### config.mk
export PLATFORM = sky130hd
export DESIGN_NAME = csrmm_cell
export DESIGN_NICKNAME = d
export VERILOG_FILES = /design/src/rtl/core/csrmm_pkg.sv /design/src/rtl/core/csrmm_cell.sv
export SDC_FILE = /design/constraint.sdc
export NUM_CORES = 1
export LEC_CHECK = 0
export ABC_AREA = 1
export ABC_CLOCK_PERIOD_IN_PS = 17000
export BUFFER_PORTS_ARGS = -buffer_cell sky130_fd_sc_hd__buf_2
export CORE_UTILIZATION = 55
export DETAILED_ROUTE_END_ITERATION = 8
export PLACE_DENSITY = 0.73
export SYNTH_ARGS = -nofsm -noshare
export SYNTH_HDL_FRONTEND = slang
export SYNTH_SLANG_ARGS = --single-unit
### constraint.sdc
create_clock -name i_clk -period 17 [get_ports i_clk]
set_input_delay 2.55 -clock i_clk [delete_from_list [all_inputs] [get_ports i_clk]]
set_output_delay 2.55 -clock i_clk [all_outputs]
set_load 0.05 [all_outputs]
### src/rtl/core/csrmm_pkg.sv
// Shared constants, codes and types of the CSR sparse-by-dense multiply block.
`default_nettype none
package csrmm_pkg;

    // Matrix size and nonzero store capacity
    localparam int DIM    = 16;
    localparam int MAX_NZ = 256;

    // Fixed field widths
    localparam int REQ_W = 2;
    localparam int ROW_W = 4;
    localparam int COL_W = 4;
    localparam int SLOT_W = 8;
    localparam int PTR_W = 9;
    localparam int VAL_W = 16;
    localparam int PROD_W = 2 * VAL_W;
    localparam int SUM_W = 48;
    localparam int ACT_W = 5;

    // Derived widths and constants
    localparam int DIM_AW = $clog2(DIM);
    localparam int NZ_AW = $clog2(MAX_NZ);
    localparam int K_W = $clog2(MAX_NZ + 1);
    localparam int CNT_W = $clog2(DIM + 1);
    localparam int DRAIN_CYC = DIM + 3;
    localparam int DRN_W = $clog2(DRAIN_CYC + 1);
    localparam int ACT_MAX = (1 << ACT_W) - 1;
    localparam int ACT_RESET = (DIM > ACT_MAX) ? ACT_MAX : DIM;

    // Request codes
    typedef enum logic [REQ_W-1:0] {
        REQ_WR_B   = 2'd0,
        REQ_WR_PTR = 2'd1,
        REQ_WR_NZ  = 2'd2,
        REQ_RUN    = 2'd3
    } t_req;

    // Sequencer states
    typedef enum logic [2:0] {
        S_IDLE,
        S_START,
        S_WALK,
        S_DRAIN,
        S_EMIT
    } t_state;

    // Nonzero token travelling down the cell chain
    typedef struct packed {
        logic                    valid;
        logic [DIM_AW-1:0]       brow;
        logic signed [VAL_W-1:0] val;
    } t_tok;

    // B element write broadcast to the cells
    typedef struct packed {
        logic                    en;
        logic [DIM_AW-1:0]       row;
        logic signed [VAL_W-1:0] val;
    } t_bwr;

    // Accumulator control shared by all cells
    typedef struct packed {
        logic clear;
        logic shift;
    } t_cell_ctl;

endpackage
`default_nettype wire

### src/rtl/core/csrmm_cell.sv
// One column cell: holds a column of B and its running sum, forwards the nonzero token.
`default_nettype none
module csrmm_cell (
    input  wire logic                            i_clk,
    input  wire logic                            i_rst_n,
    input  wire csrmm_pkg::t_tok                 i_tok,
    output csrmm_pkg::t_tok                      o_tok,
    input  wire csrmm_pkg::t_bwr                 i_bwr,
    input  wire csrmm_pkg::t_cell_ctl            i_ctl,
    input  wire logic signed [csrmm_pkg::SUM_W-1:0] i_sum,
    output logic signed [csrmm_pkg::SUM_W-1:0]      o_sum
);
    import csrmm_pkg::*;

    logic signed [VAL_W-1:0]  r_b [DIM];
    t_tok                     r_tok;
    logic signed [PROD_W-1:0] r_prod;
    logic                     r_prod_v;
    logic signed [SUM_W-1:0]  r_sum;
    logic signed [PROD_W-1:0] n_prod;

    // Store this column's B elements
    always_ff @(posedge i_clk) begin
        if (i_bwr.en) begin
            r_b[i_bwr.row] <= i_bwr.val;
        end
    end

    // Multiply the token's value by the selected B element
    always_comb begin
        n_prod = i_tok.val * r_b[i_tok.brow];
    end

    // Forward the token and register the product
    always_ff @(posedge i_clk) begin
        if (!i_rst_n) begin
            r_tok.valid <= 1'b0;
            r_prod_v    <= 1'b0;
        end else begin
            r_tok.valid <= i_tok.valid;
            r_prod_v    <= i_tok.valid;
        end
        r_tok.brow <= i_tok.brow;
        r_tok.val  <= i_tok.val;
        r_prod     <= n_prod;
    end

    // Clear at run start, accumulate, or shift toward the chain head
    always_ff @(posedge i_clk) begin
        if (i_ctl.clear) begin
            r_sum <= '0;
        end else if (i_ctl.shift) begin
            r_sum <= i_sum;
        end else if (r_prod_v) begin
            r_sum <= r_sum + {{(SUM_W - PROD_W){r_prod[PROD_W-1]}}, r_prod};
        end
    end

    assign o_tok = r_tok;
    assign o_sum = r_sum;

endmodule
`default_nettype wire

# --- Word-level counts from Yosys, hierarchy flattened ---
# Memory sizes are Yosys's and may differ from the RTL's.
# Index checks and enable logic that the tools add are counted.
# W data, S select, Z words.
word_totals:
  mem_count: 1
  ram_bits: 256
  reg_bits: 101
  wordCells: 13
  out_inout_bits: 69
memory_table:
  columns: ["memory", "depth", "width", "rd", "rd_clocked_by_memory_dff", "wr", "line_no", "text"]
  rows:
  - ["r_b", 16, 16, 1, 0, 1, "csrmm_cell.sv:15", "logic signed [VAL_W-1:0] r_b [DIM];"]
op_classes:
  reduce_logical: 1
  n_addsub: 1
  multipliers: 1
  muxes: 4
op_table:
  columns: ["cell", "n"]
  rows:
  - ["$mux W48", 2]
  - ["$add A48 B48 Y48", 1]
  - ["$mul A16 B16 Y32", 1]
  - ["$mux W1", 2]
  - ["$reduce_bool A2 Y1", 1]

# --- Logic depth before layout (Yosys ltp) ---
depth:
  ltp_word: 3
  mapped_depth: 33

# --- Least setup slack after synthesis ---
# No wires, ideal clock.
synth_timing:
  path_kind: "input -> register"
  from: "input port i_tok[16] (netlist name)"
  to: "register r_prod[31]"
  arrival_ps: 8179
  setup_time_ps: 112
  cell_stages: 28
  path_slack_ps: 8708
  path_buffers: 3
  required_time_ps: 16888
  cell_sequence: "buf_6 > buf_12 > buf_4 > o21ai_0 > o211ai_1 > nand3_1 > nand2_2 > nand2_1 > inv_1 > fa_1 > fa_1 > inv_1 > fa_1 > fa_1 > inv_1 > fa_1 > inv_1 > fa_1 > inv_1 > ha_1 > nand2_1 > nor2_1 > nand2_1 > or2_2 > nand3_1 > inv_1 > nand2_1 > nand2_1"
synth_via:
  elab_chain_cells: 2
synth_lines:
  columns: ["element", "line_no", "text"]
  rows:
  - ["start: declaration", "csrmm_cell.sv:6", "input wire csrmm_pkg::t_tok i_tok,"]
  - ["$mem_v2 Z16 W16", null, null]
  - ["$mul A16 B16 Y32", "csrmm_cell.sv:31", "n_prod = i_tok.val * r_b[i_tok.brow];"]
  - ["net n_prod[31]", "csrmm_cell.sv:20", "logic signed [PROD_W-1:0] n_prod;"]
  - ["end signal: assignment", "csrmm_cell.sv:45", "r_prod <= n_prod;"]
  - ["end: declaration", "csrmm_cell.sv:17", "logic signed [PROD_W-1:0] r_prod;"]
# The timed path passes the listed nets, and every way through them passes these cells.
# A chain may end at the register's enable or synchronous reset.

# --- Worst setup path in the final report ---
layout_timing:
  from: "input port i_tok[16] (netlist name)"
  to: "register r_prod[25]"
# The elaborated chain is that of the path after synthesis.

==> results.py <==
metrics = {
    "floorplan": {
        "core-area_um2": 49200,
        "fp.dieArea_um2": 50800,
        "die_x_um": 225,
        "rows": 81,
        "initial_core_util": 0.559,
        "die_h_um": 225,
        "io_pins": 163,
    },
    "timing": {
        "drv_slew": 0,
        "max_freq_mhz": 102,
        "rsz0062_at_grt": "no",
        "worstMarginPinSlew_ns": 1.15,
        "finalSetupViolCount": 0,
        "fin_skew_ns": 0.0325,
        "tns_ns": 0,
        "slew-limit-headroom": 0.234,
        "finalCritPeriodShare": 0.576,
        "holdWs_ns": 0.515,
        "period_minus_slack_ns": 9.80,
        "hold_viol": 0,
    },
    "critical_path": {
        "startpoint": "i_tok[16]",
        "cp_top_family": "adder cells",
        "start_kind": "input pin",
        "arrival_ns": 10.31,
        "timing.rr.start": "r_b[1][8]$_DFFE_PP_",
        "slowest_stage": "buf_4",
        "required_ns": 17.51,
        "critPathMaxStageDelay_ns": 0.88,
        "critPathMaxFanout": 108,
        "cp.depth": 26,
        "crit_end": "r_prod[25]$_DFF_P_",
        "worstSetupPathType": "in2reg",
        "cpMostUsedCell": "fa_1",
        "r2r-end": "r_prod[25]$_DFF_P_",
        "end_kind": "flip-flop",
        "cp.buffers_inverters": 7,
        "r2r_setup_slack_ns": 10.19,
        "reg2reg_depth": 23,
    },
    "global_routing": {
        "grt_pass1_wl_um": 118000,
        "overflow": 0,
        "grt_pass1_vias": 21900,
        "antenna_found_initial": 0,
        "grt_max_degree": 109,
        "track_usage": 0.305,
    },
    "clock_network": {
        "numCtsBuffers": 40,
        "cts_tree": "done",
        "clockRootBuffer": "clkbuf_16",
        "h-tree-depth": 2,
        "clockBufferDepth": 3,
        "cts_num_sinks": 357,
        "clock_latency_ns": 0.58,
        "cts_resized": 0,
        "path_clk_slew_ns": 0.06,
        "ctsHoldBuffers": 0,
        "post-cts-setup-buffers": 0,
    },
    "placement": {
        "hpwl_um": 56700,
        "gp_congestion": 0.979,
        "portBuffers": 162,
    },
    "hold_path": {
        "hold_path.startpoint": "o_sum[11]$_SDFFE_PP0P_",
        "min_path_type": "reg2reg",
        "holdPathStages": 2,
    },
    "synth": {
        "yosysSeqAreaShare": 0.353,
        "synth_nets": 3614,
        "ys_ff_latch": 357,
        "synthCells": 3128,
        "ys_types": 44,
        "synth.avg_cell_area_um2": 8.78,
        "yosysWarnings": 0,
        "synth_area_um2": 27500,
    },
    "flow_run": {
        "maxCapViolCount": 0,
    },
    "routing": {
        "vias_per_cell": 5.44,
        "drt_first_pass_iters": 6,
        "drt-total-wl_um": 75500,
        "ant_nets": 0,
        "vias": 21500,
        "drt_iter0_markers": 1659,
        "wl_per_cell_um": 19.1,
        "drc": 0,
    },
    "cells_and_area": {
        "antenna_cells": 0,
        "fillers": 4285,
        "syn_to_final_growth_pct": 9.75,
        "drive_gt1_frac": 0.0862,
        "finalCoreUtilization": 0.613,
        "nets": 3749,
    },
    "status": {
        "status": "finished clean",
    },
}
[per-stage QoR]
stage	instance area [um2]	std cells	worst slack, ns
CTS	30100	3958	7.23
global placement	28800	3885	6.76
detailed placement	28800	3885	6.67
floorplan	27500	3128	8.71
global route	30100	3958	6.79
finish	30100	3958	7.20
[worst register-to-register path, stage by stage (launching register included)]
cell and delay (ns):
edfxtp_1 0.33, inv_1 0.04, a21oi_1 0.10, o21ai_0 0.11
o211ai_1 0.13, nand3_1 0.09, nand2_1 0.82, nand2_1 0.23
fa_1 0.57, inv_1 0.05, fa_1 0.51, fa_1 0.49
fa_1 0.49, fa_1 0.49, inv_1 0.05, fa_1 0.51
inv_1 0.05, ha_1 0.34, a21oi_1 0.25, o21ai_0 0.19
a21oi_1 0.35, nand3_1 0.22, a21oi_1 0.22, xnor2_1 0.13
[cell type report]
cell class	instances	area, um2	share of cell area
clock buffer	51	1100	0.0366
clock inverter	22	278	0.00921
tap	664	831	0.0276
sequential	357	9710	0.322
timing repair buffer	184	982	0.0326
multi-input combinational	1994	14700	0.487
inverter	686	2570	0.0854
[how the worst min path moves through the flow]
stage | to | slack (ns)
final | o_sum[11]$_SDFFE_PP0P_ | 0.51
after global routing | o_sum[11]$_SDFFE_PP0P_ | 0.55
after CTS | o_sum[11]$_SDFFE_PP0P_ | 0.52
after detailed placement | o_sum[11]$_SDFFE_PP0P_ | 0.51
after global placement | o_sum[11]$_SDFFE_PP0P_ | 0.49
after floorplan | o_sum[26]$_SDFFE_PP0P_ | 0.66
[routing by layer]
layer / track usage / up-vias / share of wire
met3: 0.0419 / 184 / 0.066
met4: 0.134 / 0 / 0.045
met5: 0 / - / 0
met2: 0.509 / 814 / 0.47
met1: 0.397 / 10400 / 0.42
li1: - / 10100 / -
[cells in the final DEF (no fill, tap or decap), types with 7 or more instances in the layout]
cell | Yosys | layout
inv_1 | 667 | 667
nand2_1 | 648 | 648
nor2_1 | 277 | 274
fa_1 | 263 | 263
edfxtp_1 | 256 | 256
a21oi_1 | 163 | 163
buf_2 | 9 | 161
ha_1 | 129 | 129
o21ai_0 | 106 | 106
nand3_1 | 101 | 101
dfxtp_1 | 101 | 101
mux2i_1 | 64 | 64
o211ai_1 | 62 | 62
clkbuf_16 | 0 | 40
a22oi_1 | 34 | 34
xor2_1 | 27 | 27
buf_4 | 13 | 22
nand4_1 | 20 | 20
xnor2_1 | 17 | 17
a31oi_1 | 15 | 15
nor3_1 | 14 | 14
nand3b_1 | 14 | 14
inv_2 | 13 | 13
clkinv_1 | 6 | 8
clkinv_2 | 0 | 8
nand2_2 | 7 | 7
[Yosys cell counts (all sizes together)]
master | instances | area [um2]
a221oi | 1 | 8.76
xnor2 | 17 | 149
dfxtp | 101 | 2020
and2 | 2 | 12.5
a31oi | 15 | 93.8
mux2i | 64 | 641
nand2 | 658 | 2510
o211ai | 65 | 503
clkinv | 6 | 22.5
o2111ai | 1 | 8.76
or2 | 4 | 25.0
clkbuf | 37 | 139
fa | 263 | 5270
nand3 | 101 | 505
a21o | 6 | 45.0
xor2 | 27 | 236
nand3b | 14 | 105
edfxtp | 256 | 7690
o21ai | 107 | 536
nand4 | 20 | 125
inv | 680 | 2550
o31a | 1 | 8.76
a31o | 1 | 8.76
a22o | 1 | 8.76
ha | 129 | 1610
nor3 | 14 | 70.1
buf | 54 | 388
nor2 | 277 | 1040
o21bai | 4 | 30.0
a21boi | 4 | 30.0
a22oi | 34 | 255
a21oi | 163 | 816
o21a | 1 | 7.51
[flip-flops by register name (all words and copies together), names as in the netlist]
register / flops
r_prod: 32
r_b: 256
o_tok: 20
r_prod_v: 1
o_sum: 48
[cell families (layout without fill, tap and decap cells)]
logic type	Yosys count	after routing	synth area share
XOR/XNOR	44	44	0.0140
adder cells (fa/ha/maj)	392	392	0.250
flip-flops	357	357	0.353
buffers and inverters	777	943	0.113
AO/OA/AOI/OAI	404	404	0.0859
AND/OR/NAND/NOR	1090	1090	0.160
multiplexers	64	64	0.0233
Power is left out: the tool's default activity adds up to more than one toggle a clock period on the data nets, which glitch-free logic cannot reach.
