File: src/rtl/core/csrmm_ram.sv
// Generic single-port-write, registered-read RAM.
`default_nettype none
module csrmm_ram #(
    parameter int WIDTH = 8,
    parameter int DEPTH = 16
) (
    input  wire logic                     i_clk,
    input  wire logic                     i_we,
    input  wire logic [$clog2(DEPTH)-1:0] i_waddr,
    input  wire logic [WIDTH-1:0]         i_wdata,
    input  wire logic [$clog2(DEPTH)-1:0] i_raddr,
    output logic      [WIDTH-1:0]         o_rdata
);

    logic [WIDTH-1:0] r_mem [DEPTH];
    logic [WIDTH-1:0] r_rdata;

    // Write one word, read one word registered
    always_ff @(posedge i_clk) begin
        if (i_we) begin
            r_mem[i_waddr] <= i_wdata;
        end
        r_rdata <= r_mem[i_raddr];
    end

    assign o_rdata = r_rdata;

endmodule
`default_nettype wire

File: config.mk
export PLATFORM = sky130hd
export DESIGN_NAME = csrmm_ram
export DESIGN_NICKNAME = d
export VERILOG_FILES = /design/src/rtl/core/csrmm_ram.sv
export SDC_FILE = /design/constraint.sdc
export NUM_CORES = 1
export LEC_CHECK = 0
export BUFFER_PORTS_ARGS = -buffer_cell sky130_fd_sc_hd__clkbuf_2
export CAP_MARGIN = 30
export CELL_PAD_IN_SITES_DETAIL_PLACEMENT = 1
export CELL_PAD_IN_SITES_GLOBAL_PLACEMENT = 2
export CORE_MARGIN = 2
export CORE_UTILIZATION = 54
export CTS_BUF_LIST = sky130_fd_sc_hd__clkbuf_2 sky130_fd_sc_hd__clkbuf_4 sky130_fd_sc_hd__clkbuf_8
export DETAILED_ROUTE_END_ITERATION = 12
export PLACE_DENSITY = 0.89
export SLEW_MARGIN = 20
export SYNTH_ARGS = -nofsm -noshare
export SYNTH_HDL_FRONTEND = slang
export SYNTH_SLANG_ARGS = --single-unit
File: constraint.sdc
create_clock -name i_clk -period 5.1 [get_ports i_clk]
set_input_delay 0.765 -clock i_clk [delete_from_list [all_inputs] [get_ports i_clk]]
set_output_delay 0.765 -clock i_clk [all_outputs]
set_load 0.02 [all_outputs]
; ---- Word level (Yosys, flattened, before mapping)
; Memory sizes are Yosys's and may differ from the RTL's. A register that Yosys moved wholly into a read port is not among the register bits.
; Cells that the tools add are included.
[word_totals]
output_inout_bits = 8
ff_bits = 0
memories = 1
input_bits = 18
mem_bits_rw = 128
elab_cells = 3
[mem_list]
columns = name, depth, word_bits, read_ports, rd_clocked_by_memory_dff, wr, line_no
row1 = r_mem, 16, 8, 1, 1, 1, 15  ; logic [WIDTH-1:0] r_mem [DEPTH];
[op_classes]
muxes = 2
[op_table]
columns = op, count
row1 = $mux W1, 2

; ---- Depth between registers and ports, before layout
; Gate-level depths: netlist of run 1.
[depth]
word_depth = 2
depth_mapped = 5
depth_no_buf = 3

; ---- Least setup slack after synthesis of run 1
; Ideal clock, no wire load.
[synth_timing]
path_type = in2reg
start = input port i_waddr[2]
end = memory r_mem[0][0], enable pin
required_time_ns = 4.717
n_path_buf = 0
setup_slack_ns = 2.842
path_stages = 2
setup_ns = 0.383
arrival_ns = 1.875
cell_sequence = or3b_2 nor3_1
[synth_rtl]
columns = element, line_no
row1 = "start, declared", 9  ; input wire logic [$clog2(DEPTH)-1:0] i_waddr,
row2 = "end, declared", 15
; Straight into the memory's write port.

==> results of run 1 <==
## routing by layer
layer	share of wire	vias to the layer above
met5	0	-
met4	0.013	0
met3	0.055	13
met2	0.51	85
met1	0.42	1261
li1	-	1063
## placed cells by master, fill, tap and decap left out, types with 2 or more instances in the layout
cell type	synthesis	routed
clkbuf_2	0	25
dfxtp_1	8	8
mux4_1	14	14
nand3b_1	2	2
nor3_1	4	2
clkinv_4	0	2
a22oi_1	16	16
nand2_1	9	9
buf_4	1	8
clkinvlp_4	0	6
nor3_2	0	2
clkbuf_8	0	18
buf_6	3	2
nand2b_1	2	2
bufinv_16	0	3
nor2_1	13	13
inv_6	0	2
mux4_2	18	18
edfxtp_1	128	128
## flip-flops by register name, summed over array words and instances (netlist names)
name,cells
o_rdata,8
r_mem,128
## area by class of cell
class,count,share of cell area
flip-flops and latches,136,0.683
clock buffers,19,0.0435
multi-input cells,83,0.182
well taps,129,0.0275
repair buffers,35,0.0354
clock inverters,13,0.0290
## final timing paths
check / from / endpoint / slack, ps / cells after the start
max: i_raddr[0] / o_rdata[5] / 2780 / 5
min: r_mem[12][5] / o_rdata[5] / 680 / 3
max reg2reg: r_mem[9][2] / o_rdata[2] / 3720 / 3
min reg2reg: r_mem[12][5] / o_rdata[5] / 680 / 3
## power by group
group	internal (W)	switching [W]	leakage (nW)	total, W
Clock	0.000506	0.000417	0.195	0.000923
Combinational	0.0000465	0.0000750	0.531	0.000122
Sequential	0.00125	0.00000721	1.22	0.00126
Total	0.00180	0.000499	1.95	0.00230
## critical path, delay by kind of cell
kind / cells / cell delay [ps]
buffers and inverters: 2 / 870
muxes: 1 / 620
AOI/OAI and AO/OA: 1 / 290
and+or+nand+nor: 1 / 80
## metrics by stage
stage | area, um2 | std cells
global placement | 5380 | 376
finish | 5870 | 415
floorplan | 5150 | 229
detailed placement | 5410 | 379
CTS | 5840 | 411
global route | 5870 | 415
## kinds of logic (layout without fill, tap and decap cells)
family,Yosys count,after routing,synth area share
multiplexers,32,32,0.150
AO/OA/AOI/OAI,16,16,0.0233
buffers and inverters,10,67,0.0168
flip-flops,136,136,0.778
AND/OR/NAND/NOR,35,35,0.0318
==> results.py, run 1 <==
metrics = {
    "timing": {
        "finalSetupViolations": 0,
        "rsz0062_at_grt": "false",
        "whs_ps": 677,
        "setup_ws_ps": 2780,
        "timing.fmax_ghz": 0.431,
        "post-route-period-util": 0.455,
        "hold_viol": 0,
        "worst_pin_slew_ps": 1010,
        "relSlewSlack": 0.323,
        "finalMaxSlewViolations": 0,
        "fin_crit_ps": 2320,
        "finClkSkew_ps": 8.07,
        "tns_ps": 0,
    },
    "global_routing": {
        "track_usage": 0.234,
        "grt_max_degree": 33,
        "antenna_found_initial": 0,
        "grt_use_met2": 0.372,
        "top_usage_layer": "met2",
        "grt_pass1_vias": 2649,
        "use_met3": 0.0656,
        "grt-ovfl-total": 0,
        "grt_pass1_wl_um": 16200,
        "grtUsageMet1": 0.310,
    },
    "critical_path": {
        "critical_path_class": "input port to register",
        "cp_max_fo": 18,
        "start_kind": "input port",
        "slowest_delay_ps": 620,
        "cp.required_ps": 5420,
        "worstSetupEndpointType": "register",
        "arrival_ps": 2640,
        "path_cells": "clkbuf_2, buf_4, mux4_1, a22oi_1, nand2_1",
        "slowest_stage": "mux4_1",
    },
    "pwr": {
        "finalPower_w": 0.00230,
        "vdd_drop_max_v": 0.000225,
        "leakage_nw": 1.95,
        "p_per_area_mw_per_mm2": 392,
    },
    "clock_tree": {
        "clock_latency_ps": 430,
        "post_cts_buffers": 0,
        "numCtsBuffers": 17,
        "postCtsResizedCells": 0,
        "cts_tree": "done",
        "cts_root_buf": "clkbuf_8",
        "ctsLongestPathBuffers": 2,
        "htreeDepth": 4,
        "hold_buffers": 0,
        "cts.sinks": 136,
        "clk_pin_slew_worst_paths_ps": 70,
    },
    "cells_and_area": {
        "synthToLayoutAreaGrowth_pct": 14.0,
        "multiInputGateArea_mm2": 0.00107,
        "nets": 291,
        "finalCoreUtilization": 0.635,
        "fillCellCount": 762,
        "register_area_mm2": 0.00400,
        "antennaDiodeCount": 0,
        "drive_above_1_share": 0.308,
    },
    "logic_synthesis": {
        "synthDistinctLibCells": 19,
        "ys_ff_latch": 136,
        "yosysMostFrequentCell": "edfxtp_1",
        "netlist_instances": 229,
        "synth_top_area_share": 0.747,
        "synth_area_mm2": 0.00515,
        "synth.yosys.seq_area_share": 0.778,
        "synth_top_cell_by_area": "edfxtp_1",
        "async_reset_ff_frac": 0,
        "synthTopCellsByCount": "edfxtp_1, mux4_2, a22oi_1",
        "yosys_warnings": 0,
        "syn_nets": 247,
        "avgSynthCellArea_um2": 22.5,
        "yosys-top-cells-area": "edfxtp_1, mux4_2, mux4_1",
        "ys.flop_type": "edfxtp_1",
        "synth_edf_count": 128,
    },
    "flow_run": {
        "cap_violations": 0,
    },
    "route": {
        "dr.pass1.iters": 4,
        "route.detailed.drc": 0,
        "post_drt_via_cell_ratio": 5.84,
        "drt-total-wl_um": 10800,
        "num_vias": 2422,
        "drtAntennaViolNets": 0,
        "drtIter0Drc": 211,
        "wire_per_inst_um": 26.0,
    },
    "floorplan": {
        "std_cell_rows": 35,
        "start_util": 0.557,
        "core_area_mm2": 0.00924,
        "die_h_um": 102,
        "boundaryPins": 26,
        "dieArea_mm2": 0.0103,
        "die_w_um": 102,
    },
    "worst_hold_path": {
        "min_path_type": "register to register",
    },
    "outcome": {
        "outcome": "completed",
    },
    "placement": {
        "pre_cts_ws_ps": 2310,
        "place_congestion": 0.727,
        "io_buffer_count": 25,
        "dpl.hpwl_um": 6830,
    },
}
(Power assumes the default switching activity.)
==> run 2: changes to the inputs <==
--- a/config.mk
+++ b/config.mk
@@ -10,10 +10,10 @@
 export CELL_PAD_IN_SITES_DETAIL_PLACEMENT = 1
 export CELL_PAD_IN_SITES_GLOBAL_PLACEMENT = 2
 export CORE_MARGIN = 2
-export CORE_UTILIZATION = 54
+export CORE_UTILIZATION = 45
 export CTS_BUF_LIST = sky130_fd_sc_hd__clkbuf_2 sky130_fd_sc_hd__clkbuf_4 sky130_fd_sc_hd__clkbuf_8
 export DETAILED_ROUTE_END_ITERATION = 12
-export PLACE_DENSITY = 0.89
+export PLACE_DENSITY = 0.79
 export SLEW_MARGIN = 20
 export SYNTH_ARGS = -nofsm -noshare
 export SYNTH_HDL_FRONTEND = slang
==> constraint.sdc (replaced) <==
create_clock -name i_clk -period 2 [get_ports i_clk]
set_input_delay 0.3 -clock i_clk [delete_from_list [all_inputs] [get_ports i_clk]]
set_output_delay 0.3 -clock i_clk [all_outputs]
set_load 0.02 [all_outputs]
==> run 2 against run 1 <==
Clock skew rose by 2.0 ps. Flip-flop and latch count did not move. Combinational power rose to 2.6 times the previous value. Critical path depth fell by 2. Clock-buffer cell count did not move. Core utilization fell by 11 points.
==> results.py, run 2 (synthesis results as in run 1) <==
metrics = {
    "outcome": {
        "outcome": "completed",
    },
    "pwr": {
        "vdd_drop_max_v": 0.000438,
        "finalPower_w": 0.00579,
        "p_per_area_mw_per_mm2": 973,
        "leakage_nw": 2.02,
    },
    "route": {
        "drt-total-wl_um": 10200,
        "num_vias": 2459,
        "route.detailed.drc": 0,
        "drtIter0Drc": 206,
        "wire_per_inst_um": 23.2,
        "post_drt_via_cell_ratio": 5.60,
        "dr.pass1.iters": 4,
        "drtAntennaViolNets": 0,
    },
    "clock_tree": {
        "clock_latency_ps": 430,
        "cts_root_buf": "clkbuf_8",
        "ctsLongestPathBuffers": 2,
        "clk_pin_slew_worst_paths_ps": 80,
        "cts.sinks": 136,
        "post_cts_buffers": 0,
        "postCtsResizedCells": 0,
        "hold_buffers": 0,
        "htreeDepth": 4,
        "cts_tree": "done",
        "numCtsBuffers": 17,
    },
    "placement": {
        "placed_area_mm2": 0.00554,
        "pre_cts_ws_ps": 181,
        "io_buffer_count": 25,
        "dpl.hpwl_um": 6570,
        "place_congestion": 0.706,
    },
    "global_routing": {
        "antenna_found_initial": 0,
        "grt_pass1_wl_um": 15800,
        "track_usage": 0.182,
        "grt_pass1_vias": 2619,
        "grt_max_degree": 33,
        "grt-ovfl-total": 0,
    },
    "cells_and_area": {
        "nets": 301,
        "finalCoreUtilization": 0.528,
        "layout_commonest_cell": "edfxtp_1",
        "drive_above_1_share": 0.324,
        "top_register": "r_mem",
        "synthToLayoutAreaGrowth_pct": 15.6,
        "final_cell_mix": "edfxtp_1, clkbuf_2, mux4_2, clkbuf_8, buf_4",
        "final_area_mm2": 0.00595,
        "antennaDiodeCount": 0,
        "largest_reg_flops": 128,
    },
    "timing": {
        "relSlewSlack": 0.728,
        "worst_pin_slew_ps": 408,
        "fin_crit_ps": 1390,
        "rsz0062_at_grt": "false",
        "finalMaxSlewViolations": 0,
        "setup_ws_ps": 607,
        "hold_viol": 0,
        "timing.fmax_ghz": 0.718,
        "finClkSkew_ps": 10.0,
        "tns_ps": 0,
        "post-route-period-util": 0.697,
        "finalSetupViolations": 0,
    },
    "floorplan": {
        "std_cell_rows": 39,
        "core_area_mm2": 0.0113,
        "boundaryPins": 26,
        "dieArea_mm2": 0.0123,
        "die_w_um": 111,
        "start_util": 0.457,
        "die_h_um": 111,
    },
    "flow_run": {
        "cap_violations": 0,
    },
    "critical_path": {
        "worstSetupEndpointType": "register",
        "cp.required_ps": 2300,
        "slowest_delay_ps": 500,
        "critical_path_class": "register to register",
        "reg2reg_from": "r_mem[2][0]",
        "crit_buf_inv": 0,
        "cp_top_family": "multiplexers",
        "start_kind": "register",
        "r2r_slack_ps": 610,
        "path_cells": "mux4_1, a22oi_1, nand2_1",
        "arrival_ps": 1700,
        "crit_start": "r_mem[2][0]",
        "cp_max_fo": 1,
        "slowest_stage": "mux4_1",
    },
    "worst_hold_path": {
        "hold_start": "i_wdata[2]",
        "min_path_type": "input port to register",
    },
}
run 2: changes by cell type in the layout (fill, tap and decap cells not counted), sizes merged:
| cell | before | now |
|---|---|---|
| inv | 2 | 0 |
| clkinv | 2 | 7 |
| buf | 10 | 20 |
| clkinvlp | 6 | 3 |
run 2: worst paths after layout:
kind / endpoint / cells past startpoint
hold reg to reg: o_rdata[3] / 3
setup / recovery: o_rdata[0] / 3
hold / removal: r_mem[13][2] / 1
setup reg to reg: o_rdata[0] / 3
run 2: report_power, final:
part	total, W	internal, W	switching (W)
Clock	0.00227	0.00127	0.00100
Sequential	0.00321	0.00318	0.0000217
Combinational	0.000316	0.000129	0.000187
Total	0.00579	0.00458	0.00121
run 2: per-layer routing:
metal	global-route usage	vias up	part of all wire
met2	0.297	65	0.52
li1	-	1078	-
met3	0.0426	22	0.041
met4	0.0942	0	0.022
met1	0.230	1294	0.42
met5	0	-	0
run 2: area by class of cell:
cell class | count | area (um2)
Clock inverter | 13 | 155
Multi-Input combinational cell | 83 | 1060
Tap cell | 143 | 179
Timing Repair Buffer | 45 | 300
Clock buffer | 19 | 255
Sequential cell | 136 | 4000
Fill cell | 987 | 5320
run 2: metrics by stage:
step	cells	hold slack [ps]
after floorplan	229	399
after global placement	407	658
after detailed placement	407	670
after CTS	439	278
after global routing	439	305
final	439	289
