<file path="src/rtl/core/csrmm_pkg.sv">
// Shared constants, codes and types of the CSR sparse-by-dense multiply block.
`default_nettype none
package csrmm_pkg;

    // Matrix size and nonzero store capacity
    localparam int DIM    = 16;
    localparam int MAX_NZ = 256;

    // Fixed field widths
    localparam int REQ_W = 2;
    localparam int ROW_W = 4;
    localparam int COL_W = 4;
    localparam int SLOT_W = 8;
    localparam int PTR_W = 9;
    localparam int VAL_W = 16;
    localparam int PROD_W = 2 * VAL_W;
    localparam int SUM_W = 48;
    localparam int ACT_W = 5;

    // Derived widths and constants
    localparam int DIM_AW = $clog2(DIM);
    localparam int NZ_AW = $clog2(MAX_NZ);
    localparam int K_W = $clog2(MAX_NZ + 1);
    localparam int CNT_W = $clog2(DIM + 1);
    localparam int DRAIN_CYC = DIM + 3;
    localparam int DRN_W = $clog2(DRAIN_CYC + 1);
    localparam int ACT_MAX = (1 << ACT_W) - 1;
    localparam int ACT_RESET = (DIM > ACT_MAX) ? ACT_MAX : DIM;

    // Request codes
    typedef enum logic [REQ_W-1:0] {
        REQ_WR_B   = 2'd0,
        REQ_WR_PTR = 2'd1,
        REQ_WR_NZ  = 2'd2,
        REQ_RUN    = 2'd3
    } t_req;

    // Sequencer states
    typedef enum logic [2:0] {
        S_IDLE,
        S_START,
        S_WALK,
        S_DRAIN,
        S_EMIT
    } t_state;

    // Nonzero token travelling down the cell chain
    typedef struct packed {
        logic                    valid;
        logic [DIM_AW-1:0]       brow;
        logic signed [VAL_W-1:0] val;
    } t_tok;

    // B element write broadcast to the cells
    typedef struct packed {
        logic                    en;
        logic [DIM_AW-1:0]       row;
        logic signed [VAL_W-1:0] val;
    } t_bwr;

    // Accumulator control shared by all cells
    typedef struct packed {
        logic clear;
        logic shift;
    } t_cell_ctl;

endpackage
`default_nettype wire

</file>
<file path="src/rtl/core/csrmm_ctrl.sv">
// Run sequencer: row pointers, nonzero walk, drain wait and output word register.
`default_nettype none
module csrmm_ctrl (
    input  wire logic                                i_clk,
    input  wire logic                                i_rst_n,
    input  wire logic                                i_in_valid,
    output logic                                     o_in_stall,
    input  wire logic [csrmm_pkg::REQ_W-1:0]         i_req_type,
    input  wire logic [csrmm_pkg::ROW_W-1:0]         i_row_index,
    input  wire logic [csrmm_pkg::PTR_W-1:0]         i_row_end_pointer,
    input  wire logic                                i_cfg_valid,
    output logic                                     o_cfg_ready,
    input  wire logic [csrmm_pkg::ACT_W-1:0]         i_cfg_data,
    output logic [csrmm_pkg::NZ_AW-1:0]              o_nz_raddr,
    output logic                                     o_rd_v,
    output csrmm_pkg::t_cell_ctl                     o_ctl,
    input  wire logic signed [csrmm_pkg::SUM_W-1:0]  i_head_sum,
    output logic                                     o_out_valid,
    input  wire logic                                i_out_stall,
    output logic [csrmm_pkg::ROW_W-1:0]              o_out_row,
    output logic [csrmm_pkg::COL_W-1:0]              o_out_col,
    output logic signed [csrmm_pkg::SUM_W-1:0]       o_sum,
    output logic                                     o_last
);
    import csrmm_pkg::*;

    t_state r_state, n_state;
    logic [K_W-1:0]    r_ends [DIM];
    logic [K_W-1:0]    r_k, r_end;
    logic [DRN_W-1:0]  r_drn;
    logic [DIM_AW-1:0] r_j;
    logic [ROW_W-1:0]  r_row;
    logic [ACT_W-1:0]  r_act;
    logic              r_rd_v;
    logic              r_out_v;
    logic [ROW_W-1:0]  r_out_row;
    logic [COL_W-1:0]  r_out_col;
    logic signed [SUM_W-1:0] r_out_sum;
    logic              r_out_last;

    logic              in_acc, row_ok, run_ok, ptr_we;
    logic              issue, load, drn_done, more, col_last;
    logic [DIM_AW-1:0] rd_addr;
    logic [K_W-1:0]    rd_data, ptr_sat;
    logic [CNT_W-1:0]  ncols;
    t_req              req;

    // Decode the accepted word
    assign req    = t_req'(i_req_type);
    assign in_acc = i_in_valid && !o_in_stall;
    assign row_ok = int'(i_row_index) < DIM;
    assign run_ok = in_acc && (req == REQ_RUN) && row_ok;
    assign ptr_we = in_acc && (req == REQ_WR_PTR) && row_ok;
    assign ptr_sat = (int'(i_row_end_pointer) > MAX_NZ) ? K_W'(MAX_NZ)
                                                        : K_W'(i_row_end_pointer);

    // One pointer read port: previous row while idle, own row afterwards
    assign rd_addr = (r_state == S_IDLE) ? DIM_AW'(ROW_W'(i_row_index - ROW_W'(1)))
                                         : DIM_AW'(r_row);
    assign rd_data = r_ends[rd_addr];

    // Clamp the active column count
    always_comb begin
        if (r_act == '0) begin
            ncols = CNT_W'(1);
        end else if (int'(r_act) > DIM) begin
            ncols = CNT_W'(DIM);
        end else begin
            ncols = CNT_W'(r_act);
        end
    end

    assign more     = r_k < r_end;
    assign drn_done = int'(r_drn) == DRAIN_CYC - 1;
    assign col_last = (CNT_W'(r_j) + CNT_W'(1)) == ncols;

    // Next state
    always_comb begin
        n_state = r_state;
        unique case (r_state)
            S_IDLE:  if (run_ok) n_state = S_START;
            S_START: n_state = S_WALK;
            S_WALK:  if (!more) n_state = S_DRAIN;
            S_DRAIN: if (drn_done) n_state = S_EMIT;
            S_EMIT:  if (load && col_last) n_state = S_IDLE;
            default: n_state = S_IDLE;
        endcase
    end

    // State outputs; hold the input off while reset is applied
    always_comb begin
        o_in_stall  = 1'b1;
        issue       = 1'b0;
        load        = 1'b0;
        unique case (r_state)
            S_IDLE:  o_in_stall = !i_rst_n;
            S_START: ;
            S_WALK:  issue = more;
            S_DRAIN: ;
            S_EMIT:  load = !r_out_v || !i_out_stall;
            default: ;
        endcase
        o_ctl.clear = run_ok;
        o_ctl.shift = load;
    end

    // Control registers
    always_ff @(posedge i_clk) begin
        if (!i_rst_n) begin
            r_state <= S_IDLE;
            r_rd_v  <= 1'b0;
            r_out_v <= 1'b0;
            r_act   <= ACT_W'(ACT_RESET);
        end else begin
            r_state <= n_state;
            r_rd_v  <= issue;
            if (load) begin
                r_out_v <= 1'b1;
            end else if (!i_out_stall) begin
                r_out_v <= 1'b0;
            end
            if (i_cfg_valid) begin
                r_act <= i_cfg_data;
            end
        end
    end

    // Row end pointers, cleared to empty rows
    always_ff @(posedge i_clk) begin
        if (!i_rst_n) begin
            for (int i = 0; i < DIM; i++) begin
                r_ends[i] <= '0;
            end
        end else if (ptr_we) begin
            r_ends[DIM_AW'(i_row_index)] <= ptr_sat;
        end
    end

    // Walk, drain and column counters
    always_ff @(posedge i_clk) begin
        if (run_ok) begin
            r_row <= i_row_index;
            r_k   <= (i_row_index == '0) ? '0 : rd_data;
            r_j   <= '0;
        end else if (issue) begin
            r_k <= r_k + K_W'(1);
        end
        if (r_state == S_START) begin
            r_end <= rd_data;
        end
        if (r_state == S_WALK) begin
            r_drn <= '0;
        end else if (r_state == S_DRAIN) begin
            r_drn <= r_drn + DRN_W'(1);
        end
        if (load) begin
            r_j <= r_j + DIM_AW'(1);
        end
    end

    // Output word register
    always_ff @(posedge i_clk) begin
        if (load) begin
            r_out_row  <= r_row;
            r_out_col  <= COL_W'(r_j);
            r_out_sum  <= i_head_sum;
            r_out_last <= col_last;
        end
    end

    assign o_cfg_ready = i_rst_n;
    assign o_nz_raddr  = r_k[NZ_AW-1:0];
    assign o_rd_v      = r_rd_v;
    assign o_out_valid = r_out_v;
    assign o_out_row   = r_out_row;
    assign o_out_col   = r_out_col;
    assign o_sum       = r_out_sum;
    assign o_last      = r_out_last;

endmodule
`default_nettype wire

</file>
<file path="config.mk">
export PLATFORM = sky130hd
export DESIGN_NAME = csrmm_ctrl
export DESIGN_NICKNAME = d
export VERILOG_FILES = /design/src/rtl/core/csrmm_pkg.sv /design/src/rtl/core/csrmm_ctrl.sv
export SDC_FILE = /design/constraint.sdc
export NUM_CORES = 1
export LEC_CHECK = 0
export BUFFER_PORTS_ARGS = -buffer_cell sky130_fd_sc_hd__buf_2
export CAP_MARGIN = 20
export CORE_MARGIN = 2
export CORE_UTILIZATION = 48
export DETAILED_ROUTE_END_ITERATION = 10
export PLACE_DENSITY = 0.68
export SLEW_MARGIN = 20
export SYNTH_ARGS = -nofsm -noshare
export SYNTH_HDL_FRONTEND = slang
export SYNTH_SLANG_ARGS = --single-unit
</file>
<file path="constraint.sdc">
create_clock -name i_clk -period 6.7 [get_ports i_clk]
set_input_delay 1.34 -clock i_clk [delete_from_list [all_inputs] [get_ports i_clk]]
set_output_delay 1.34 -clock i_clk [all_outputs]
set_load 0.02 [all_outputs]
</file>
# ---- Word-level counts from Yosys, hierarchy flattened
# Memory sizes are Yosys's and may differ from the RTL's.
# Cells that the tools add are included.
dict set report totals {
  out_inout_bits 71
  ramBits 144
  memories 1
  ff_bits 98
  inputBits 73
}
dict set report classes {
  add_sub_neg 5
  reduce_logical 16
  eq_ne 13
  magnitude_cmp 3
  muxes 26
}
# memory words width read_ports rd_ports_with_merged_regs write_ports line
set mem_list {}
lappend mem_list {r_ends 16 9 1 0 16 csrmm_ctrl.sv:28} ;# logic [K_W-1:0] r_ends [DIM];
# cell n
set ops {}
lappend ops {{9-bit two-way mux} 5}
lappend ops {{4-bit two-way mux} 4}
lappend ops {{3-bit case mux with 5 select lines} 1}
lappend ops {{3-bit two-way mux} 4}
lappend ops {{1-bit two-way mux} 10}
lappend ops {{5-bit two-way mux} 2}
lappend ops {{9-bit by 1-bit adder with 9-bit output (second input constant)} 1}
lappend ops {{9-bit greater-than comparator (second input constant)} 1}
lappend ops {{9-bit < comparator} 1}
lappend ops {{9-bit OR reduction} 1}
lappend ops {{2-bit != test (second input constant)} 4}
lappend ops {{3-bit by 2-bit equality test with 1-bit output (second input constant)} 2}
lappend ops {{4-bit by 1-bit adder with 5-bit output (second input constant)} 1}
lappend ops {{5-bit by 1-bit adder with 5-bit output (second input constant)} 1}
lappend ops {{5-bit equality test} 1}
lappend ops {{5-bit equality test (second input constant)} 1}
lappend ops {{5-bit greater-than comparator (second input constant)} 1}
lappend ops {{5-bit zero test} 1}
lappend ops {{4-bit by 1-bit adder with 4-bit output (second input constant)} 1}
lappend ops {{1-bit logical AND} 4}
lappend ops {{1-bit zero test} 4}
lappend ops {{4-bit zero test} 1}
lappend ops {{4-bit AND reduction} 1}
lappend ops {{2-bit nonzero test} 2}
lappend ops {{8 further kinds} 8}

# ---- Longest topological paths before layout
dict set report depth {
  ltp_word 10
  ltp_mapped 9
}

# ---- Worst setup path before layout
# OpenSTA, ideal clock, no wires.
dict set report synth_path {
  path_type {input to output}
  startpoint {in i_out_stall}
  endpoint {out o_ctl[0] (netlist name)}
  cell_stages 4
  path_slack_ps 2309
  n_path_buf 1
  t_arrival_ps 3051
  path_cell_list {nand2_1 -> nand3_1 -> inv_1 -> buf_4}
}
dict set report synth_between {
  elab_chain_cells 3
}
# element line
set synth_rtl {}
lappend synth_rtl {{start, declared} csrmm_ctrl.sv:19} ;# input wire logic i_out_stall,
lappend synth_rtl {{1-bit zero test} --}
lappend synth_rtl {{1-bit logical OR} csrmm_ctrl.sv:100} ;# S_EMIT: load = !r_out_v || !i_out_stall;
lappend synth_rtl {{1-bit two-way mux} csrmm_ctrl.sv:95} ;# unique case (r_state)
lappend synth_rtl {{end, declared} csrmm_ctrl.sv:16} ;# output csrmm_pkg::t_cell_ctl o_ctl,
# No other way between the ends.

==> metrics.yaml <==
outcome:
  status: "completed"
clocking:
  clkSinkCount: 242
  cts_buffer_depth: 3
  cts-htree-levels: 1
  ctsResizeCount: 0
  clock_latency_ns: 0.53
  ctsHoldBuffers: 0
  post_cts_buffers: 0
  clk_pin_slew_worst_paths_ns: 0.06
  cts_buffers: 25
  cts_root_buf: "clkbuf_16"
  cts_tree: "yes"
setup_path:
  slowest_delay_ns: 0.43
  worstPathMaxFanout: 28
  crit_arrival_ns: 3.05
  cp-start-kind: "input port"
  crit_chain: "buf_2 > and3_1 > nand3_1 > inv_1 > buf_2"
  cp_common_cell: "buf_2"
  cp.required_ns: 5.36
  slowest_stage: "inv_1"
  cp-end-kind: "output port"
  criticalPathCategory: "in -> out"
synth:
  synthDistinctLibCells: 49
  yosysSeqAreaShare_pct: 67.8
  synthFlopType: "edfxtp_1"
  synthArstFlopShare_pct: 0
  syn_avg_cell_area_sq_um: 13.8
  ys_ff_latch: 242
  synth-edff-count: 227
  synth_nets: 851
  yosysWarnings: 0
  syn_area_sq_mm: 0.0105
  synthCells: 762
power_and_ir_drop:
  leakage_nw: 4.63
  ir_drop_mv: 0.159
  powerDensity_mw_per_mm2: 279
route:
  wirelength_mm: 24.7
  via_per_inst: 5.53
  wl_per_cell_um: 20.9
  drtIter0Drc: 534
  dr_total_vias: 6540
  ant_nets: 0
  drtPass1Iterations: 5
  drcViolationCount: 0
sta:
  skew_ns: 0.0209
  period_share_pct: 65.6
  tightest_slew_ns: 0.858
  setup_tns_ns: 0
  setup_viol: 0
  max_freq_ghz: 0.228
  setup_slack_ns: 2.31
  rsz0062_at_grt: "false"
  hold_viol: 0
  slew_headroom_pct: 42.6
  slew_violations: 0
  period_minus_slack_ns: 4.39
grt:
  antenna_found_initial: 0
  grt_pass1_wl_mm: 37.9
  grt_max_degree: 60
  gr-total-overflow: 0
  grt_use_total_pct: 21.2
  grt_pass1_vias: 6524
finish:
  drive_gt1_share_pct: 25.1
  finalInstanceArea_sq_mm: 0.0121
  nets: 973
  syn_to_final_growth_pct: 15.1
  stdcell_count: 1182
  antenna_cells: 0
die:
  fp.dieW_um: 152
  ioPinCount: 144
  num_rows: 54
  fp.dieArea_sq_mm: 0.0231
  chipHeight_um: 152
  start_util_pct: 48.5
  core_sq_mm: 0.0216
placed_design:
  dpl_cell_area_sq_mm: 0.0113
  placed_cells: 1137
  place_congestion: 0.822
  dp_hpwl_mm: 16.9
  dp_slack_ns: 2.27
  port_buffers: 143
min_path:
  min-delay-path-class: "reg -> reg"
run:
  max_cap_violations: 0
registers in the layout, summed over array words and instances (netlist names), 3 cells and up:
signal / count
o_out_col: 4
o_out_row: 4
o_sum: 48
r_act: 5
r_drn: 5
r_end: 9
r_ends: 144
r_j: 4
r_k: 9
r_row: 4
r_state: 3
placed cells by master (no fill, tap or decap), drive strengths merged, types with 2 or more instances in the layout:
cell type and count:
nand2 63, dfxtp 15, nand3 12, mux4 18, nand2b 2, bufinv 2
a211oi 2, a21o 2, mux2i 43, xor2 9, o211ai 2, mux2 22
nor2 168, or3 2, and2 7, inv 19, nor3b 3, o21a 2
a22oi 9, o221ai 18, buf 146, clkbuf 33, a21oi 5, nand3b 2
xnor2 7, and3 3, nor2b 8, nor3 4, clkinv 8, ha 16
nand4 4, edfxtp 227, or2 3, o21ai 9
cell type report:
type,count,area [sq um]
timing repair buffer,146,738
clock buffer,33,666
inverter,17,63.8
tap,280,350
sequential,242,7120
clock inverter,12,113
fill,1796,9540
multi-input combinational,452,3030
worst max-delay path, delay by kind of cell:
kind | cells | cell delay [ns]
buffers and inverters | 3 | 1.10
AND/OR/NAND/NOR | 2 | 0.61
stage by stage:
stage          hold WS (ns)  power [W]  utilization (%)
2_1_floorplan         0.420    0.00197                -
3_3_place_gp          0.449    0.00206             52.3
3_5_place_dp          0.445    0.00207             52.3
4_1_cts               0.459    0.00339             55.9
5_1_grt               0.475    0.00348             55.9
6_report              0.456    0.00337             55.9
cell families (layout without fill, tap and decap cells):
kind of cell / count (synthesis) / in the layout / synth area share [%]
simple gates: 282 / 282 / 11.3
flops: 242 / 242 / 67.8
mux: 83 / 83 / 10.4
buf+inv: 68 / 208 / 3.33
compound gates: 55 / 55 / 3.95
fa+ha+maj: 16 / 16 / 1.91
xor+xnor: 16 / 16 / 1.34
path summary, 6_finish.rpt:
| path | start | to | slack [ns] | cells past startpoint |
|---|---|---|---|---|
| worst min-delay path | r_row[0] | o_out_row[0] | 0.46 | 0 |
| worst max register to register | r_state[2] | r_end[0] | 3.66 | 5 |
| worst min register to register | r_row[0] | o_out_row[0] | 0.46 | 0 |
| worst max-delay path | i_rst_n | o_ctl[1] | 2.31 | 5 |
Yosys cell counts (4+ instances only):
library cell / number / area share [%]
dfxtp_1: 15 / 2.9
xor2_1: 9 / 0.75
mux2i_1: 43 / 4.1
buf_4: 15 / 1.1
a21oi_1: 5 / 0.24
mux2_2: 21 / 2.3
ha_1: 16 / 1.9
edfxtp_1: 227 / 65
o221ai_1: 17 / 1.4
o21ai_0: 9 / 0.43
nor2b_1: 8 / 0.48
nand4_1: 4 / 0.24
a22oi_1: 9 / 0.64
nand2_1: 63 / 2.3
buf_2: 6 / 0.29
buf_6: 4 / 0.43
and2_1: 6 / 0.36
nand3_1: 12 / 0.57
nor2_1: 168 / 6.0
clkbuf_1: 26 / 0.93
mux4_2: 18 / 3.9
xnor2_1: 7 / 0.58
inv_1: 17 / 0.61
per-layer routing:
metal	GRT usage, %	up-vias	wire [um]
met2	35.8	294	11900
met1	27.4	3185	10100
met3	4.82	57	1970
met4	6.50	0	680
li1	-	3004	-
met5	0	-	0
power breakdown:
part	total, W	switching, W	internal (W)
Combinational	0.000322	0.000193	0.000129
Clock	0.00133	0.000557	0.000775
Sequential	0.00172	0.0000219	0.00170
Note: power is estimated with default switching activity, not from simulation.
